File: src/hw/rtl/pra_ram.sv
// Generic single-write, single-read synchronous RAM with a registered read.
// Stands alone and uses no package.
`timescale 1ns / 1ps
`default_nettype none

module pra_ram #(
  parameter int WIDTH = 8,
  parameter int DEPTH = 16,
  localparam int AW = $clog2(DEPTH)
) (
  input  logic             clk,
  input  logic             we,
  input  logic [AW-1:0]    waddr,
  input  logic [WIDTH-1:0] wdata,
  input  logic [AW-1:0]    raddr,
  output logic [WIDTH-1:0] rdata
);

  logic [WIDTH-1:0] mem [DEPTH];

  always_ff @(posedge clk) begin
    if (we) begin
      mem[waddr] <= wdata;
    end
    rdata <= mem[raddr];
  end

endmodule

`default_nettype wire

File: config.mk
export PLATFORM = sky130hd
export DESIGN_NAME = pra_ram
export DESIGN_NICKNAME = d
export VERILOG_FILES = /design/src/hw/rtl/pra_ram.sv
export SDC_FILE = /design/constraint.sdc
export NUM_CORES = 1
export LEC_CHECK = 0
export BUFFER_PORTS_ARGS = -buffer_cell sky130_fd_sc_hd__clkbuf_2
export CORE_MARGIN = 10
export CORE_UTILIZATION = 60
export DETAILED_ROUTE_END_ITERATION = 7
export GPL_TIMING_DRIVEN = 0
export HOLD_SLACK_MARGIN = 0.03
export PLACE_DENSITY = 0.88
export SLEW_MARGIN = 0
export SYNTH_ARGS = -nofsm -noshare
export SYNTH_HDL_FRONTEND = slang
export SYNTH_SLANG_ARGS = --single-unit
File: constraint.sdc
create_clock -name clk -period 3.8 [get_ports clk]
set_clock_uncertainty 0.1 [all_clocks]
set_input_delay 0.57 -clock clk [delete_from_list [all_inputs] [get_ports clk]]
set_output_delay 0.57 -clock clk [all_outputs]
set_load 0.01 [all_outputs]
* After elaboration in Yosys (flattened, before gate mapping)
Memory sizes are Yosys's and may differ from the RTL's. A register that Yosys moved wholly into a read port is not among the register bits.
Cells that the tools add are included.
** Word-level totals
- Bits in registers :: 0
- Memory bits (writable) :: 128
- Output and inout bits :: 8
- Memories :: 1
** Memories
- mem :: words 16, bits a word 8, rd ports 1, clocked after memory_dff 1, wr ports 1, RTL line 19 : logic [WIDTH-1:0] mem [DEPTH];
** Cells by class
- Mux-type cells :: 2
** Operators by type and width (count)
- $mux 1 :: 2

* Depth between registers and ports, before layout
- Depth after elaboration :: 2
- Mapped depth :: 5

* Worst setup path before layout
Ideal clock, no wire load.
- Path kind :: input port to flip-flop
- Start point :: in waddr[2]
- End point :: mem mem[0][0], enable pin
- Library setup time :: 0.383 ns
- Arrival :: 1.680 ns
- Path slack :: 1.637 ns
- Cell stages on the path :: 2
- Buffers on the path :: 0
- Cell sequence :: or3b_2 nor3_1
** RTL lines
- start, declared :: RTL line 13 : input logic [AW-1:0] waddr,
- end, declared :: RTL line 19
Straight into the memory's write port.

* Worst setup path in the final report
- Start point :: in waddr[2]
- End point :: mem mem[0][2], enable pin
Straight into the memory's write port.

==> summary.txt <==
Global route
  – GRT Total Usage: roughly 16%
  – Vias in the first global route: 2,570
  – Initial antenna violation count: 0
  – First-pass GRT wire length: approximately 15 mm
  – Largest net degree at the start of global routing: 17
  – Remaining global-route overflow: 0

Setup path
  – Worst-path fanout max: 8
  – Worst EP required: 3.82 ns
  – Worst Path Arrival: approximately 2.2 ns
  – CP peak stage delay: approximately 1.0 ns
  – CP max-delay cell: nor3_1
  – Crit path capture type: flop
  – Critical path launch point type: input port
  – Crit Path Category: input port to flop
  – CP cell instances: clkbuf_2 > or3b_2 > nor3_1

Floorplanning
  – Chip height: between 100 and 150 um
  – Row count: 33
  – Core box area: around 8300 um^2
  – Area of the die: 12,700 um^2
  – Initial Util: between 60% and 70%
  – # IOs: 26
  – Die X: roughly 110 um

Clocking
  – Clk buf depth: 2
  – Worst skew pair latency: between 0.5 and 0.6 ns
  – Num CTS Buffers: 17
  – Setup bufs post-CTS: 0
  – Post-CTS sizing: 0
  – Worst-path clk slew: around 0.060 ns
  – Hold-fix buffers, CTS: 0
  – TritonCTS clock tree: yes
  – CTS Root Cell: clkbuf_8
  – CTS H-tree depth: 4
  – Clk sink count: around 140

Placement
  – Dpl hpwl: 5.94 mm
  – Setup slack at placement: about 1.1 ns
  – Port buffer count: 24
  – Gp weighted congestion: roughly 0.75
  – Dpl cells: about 360
  – DP Area: about 5400 um^2

Synth
  – Synth unique cells: 19
  – Post-Syn Instances: 229
  – Flops & latches, synth: approximately 140
  – Area share of the largest cell type after synthesis: 74.7%
  – Seq/Total Area, Yosys: 77.8%
  – Async set-reset flop share out of synthesis: 0%
  – Top FF cell, synth: edfxtp_1
  – Post-Syn Area per Cell: 22.5 um^2
  – Synth Warn #: 0
  – Yosys top cell by area: edfxtp_1
  – Synth area leaders: edfxtp_1 (75%), mux4_2 (7.9%), mux4_1 (7.1%)
  – Cell area after synthesis: between 5000 and 6000 um^2
  – EDFF count, synth: around 130
  – Post-synth net total: about 250

STA
  – Period utilisation layout: between 50% and 60%
  – Final setup margin: 1.58 ns
  – Minimum clock period: 2.22 ns
  – WHS: ~0.41 ns
  – Relative slew slack: around a tenth
  – Final Hold Fails: 0
  – Total negative slack: 0 ns
  – Worst Tran Pin Value: approximately 1.3 ns
  – Max Freq: around 450 MHz
  – Final setup fails: 0
  – Max Slew Vio Count: 0
  – Unrepaired setup endpoints after global routing: no

Power
  – Total power: approximately 3.3 mW
  – PwrDens: 563 nW/um^2
  – Max IR drop VDD: 0.549 mV
  – LEAKAGE: about 2.0 nW

Finish
  – Non-Filler Instances: 390
  – Design Area, Final: 5950 um^2
  – Share of layout cells above drive strength 1: approximately 30%
  – Layout Utilization: a little under three quarters
  – # diodes: 0
  – Synth-to-layout area growth: 15.7%
  – Total Nets Final: 290

Route
  – Number of vias per cell: roughly 6.5
  – Wire length per cell: roughly 25 um
  – Via count: roughly 2,500
  – Final WL: between 9 and 10 mm
  – DRT iter0 DRCs: ~170
  – DRT antenna net count: 0
  – First-pass iteration count of the detailed router: 4
  – Drt drc: 0

Job
  – Max_cap viols: 0

Run status
  – Outcome: finished clean

Hold path
  – Min-delay worst type: input port to flop
[registers in the layout, summed over array words and instances (netlist names)]
name / flops
mem: 128
rdata: 8
[worst paths after layout]
kind | startpoint | to | slack (ns) | cells past startpoint
max | waddr[2] | mem[0][2] | 1.58 | 3
min | wdata[0] | mem[2][0] | 0.41 | 1
max reg2reg | mem[1][0] | rdata[0] | 2.25 | 3
min reg2reg | mem[8][2] | rdata[2] | 0.58 | 3
[cell usage in the layout, fill, tap and decap left out, types with 3 or more instances in the layout]
cell type,Yosys,final
edfxtp_1,128,128
clkbuf_2,0,24
mux4_2,18,18
a22oi_1,16,16
clkbuf_16,0,16
mux4_1,14,14
nor2_1,13,13
nand2_1,9,9
dfxtp_1,8,8
clkinvlp_4,0,7
nor3_1,4,4
buf_6,3,3
buf_2,3,3
clkdlybuf4s25_2,3,3
[report_power, final]
part / internal [mW] / switching (mW) / total [mW]
sequential: 1.68 / 0.00873 / 1.69
combinational: 0.0662 / 0.0958 / 0.162
clock: 0.887 / 0.614 / 1.50
total: 2.63 / 0.718 / 3.35
[cells by family after synthesis]
family                 Yosys count  share of synthesized area, %
buffers and inverters           10                          1.68
flip-flops                     136                          77.8
AO/OA/AOI/OAI                   16                          2.33
multiplexers                    32                          15.0
AND/OR/NAND/NOR                 35                          3.18
[critical path: cells and delay by family]
| family | cells | cell delay, ns |
|---|---|---|
| buffers and inverters | 1 | 0.10 |
| AND/OR/NAND/NOR | 2 | 1.57 |
[synthesized netlist by cell type, types with 2 or more instances]
| master | instances |
|---|---|
| buf_6 | 3 |
| nor3_1 | 4 |
| nor2_1 | 13 |
| a22oi_1 | 16 |
| nand2b_1 | 2 |
| nand2_1 | 9 |
| nand3b_1 | 2 |
| dfxtp_1 | 8 |
| mux4_1 | 14 |
| clkdlybuf4s25_2 | 3 |
| mux4_2 | 18 |
| edfxtp_1 | 128 |
| buf_2 | 3 |
[layout make-up]
cell class                 count  area [um^2]
clock buffer                  19          432
buffer                        10         86.3
clock inverter                13          123
tap                          105          131
timing repair buffer          24          120
multi-input combinational     83         1060
sequential                   136         4000
fill                         443         2350
[per-layer routing]
metal	global-route usage, %	routed length, um	up-vias
met2	23.4	4760	162
met3	6.28	1060	18
li1	-	-	1060
met4	8.21	193	0
met5	0	0	-
met1	21.0	3860	1284
(Power assumes the default switching activity.)
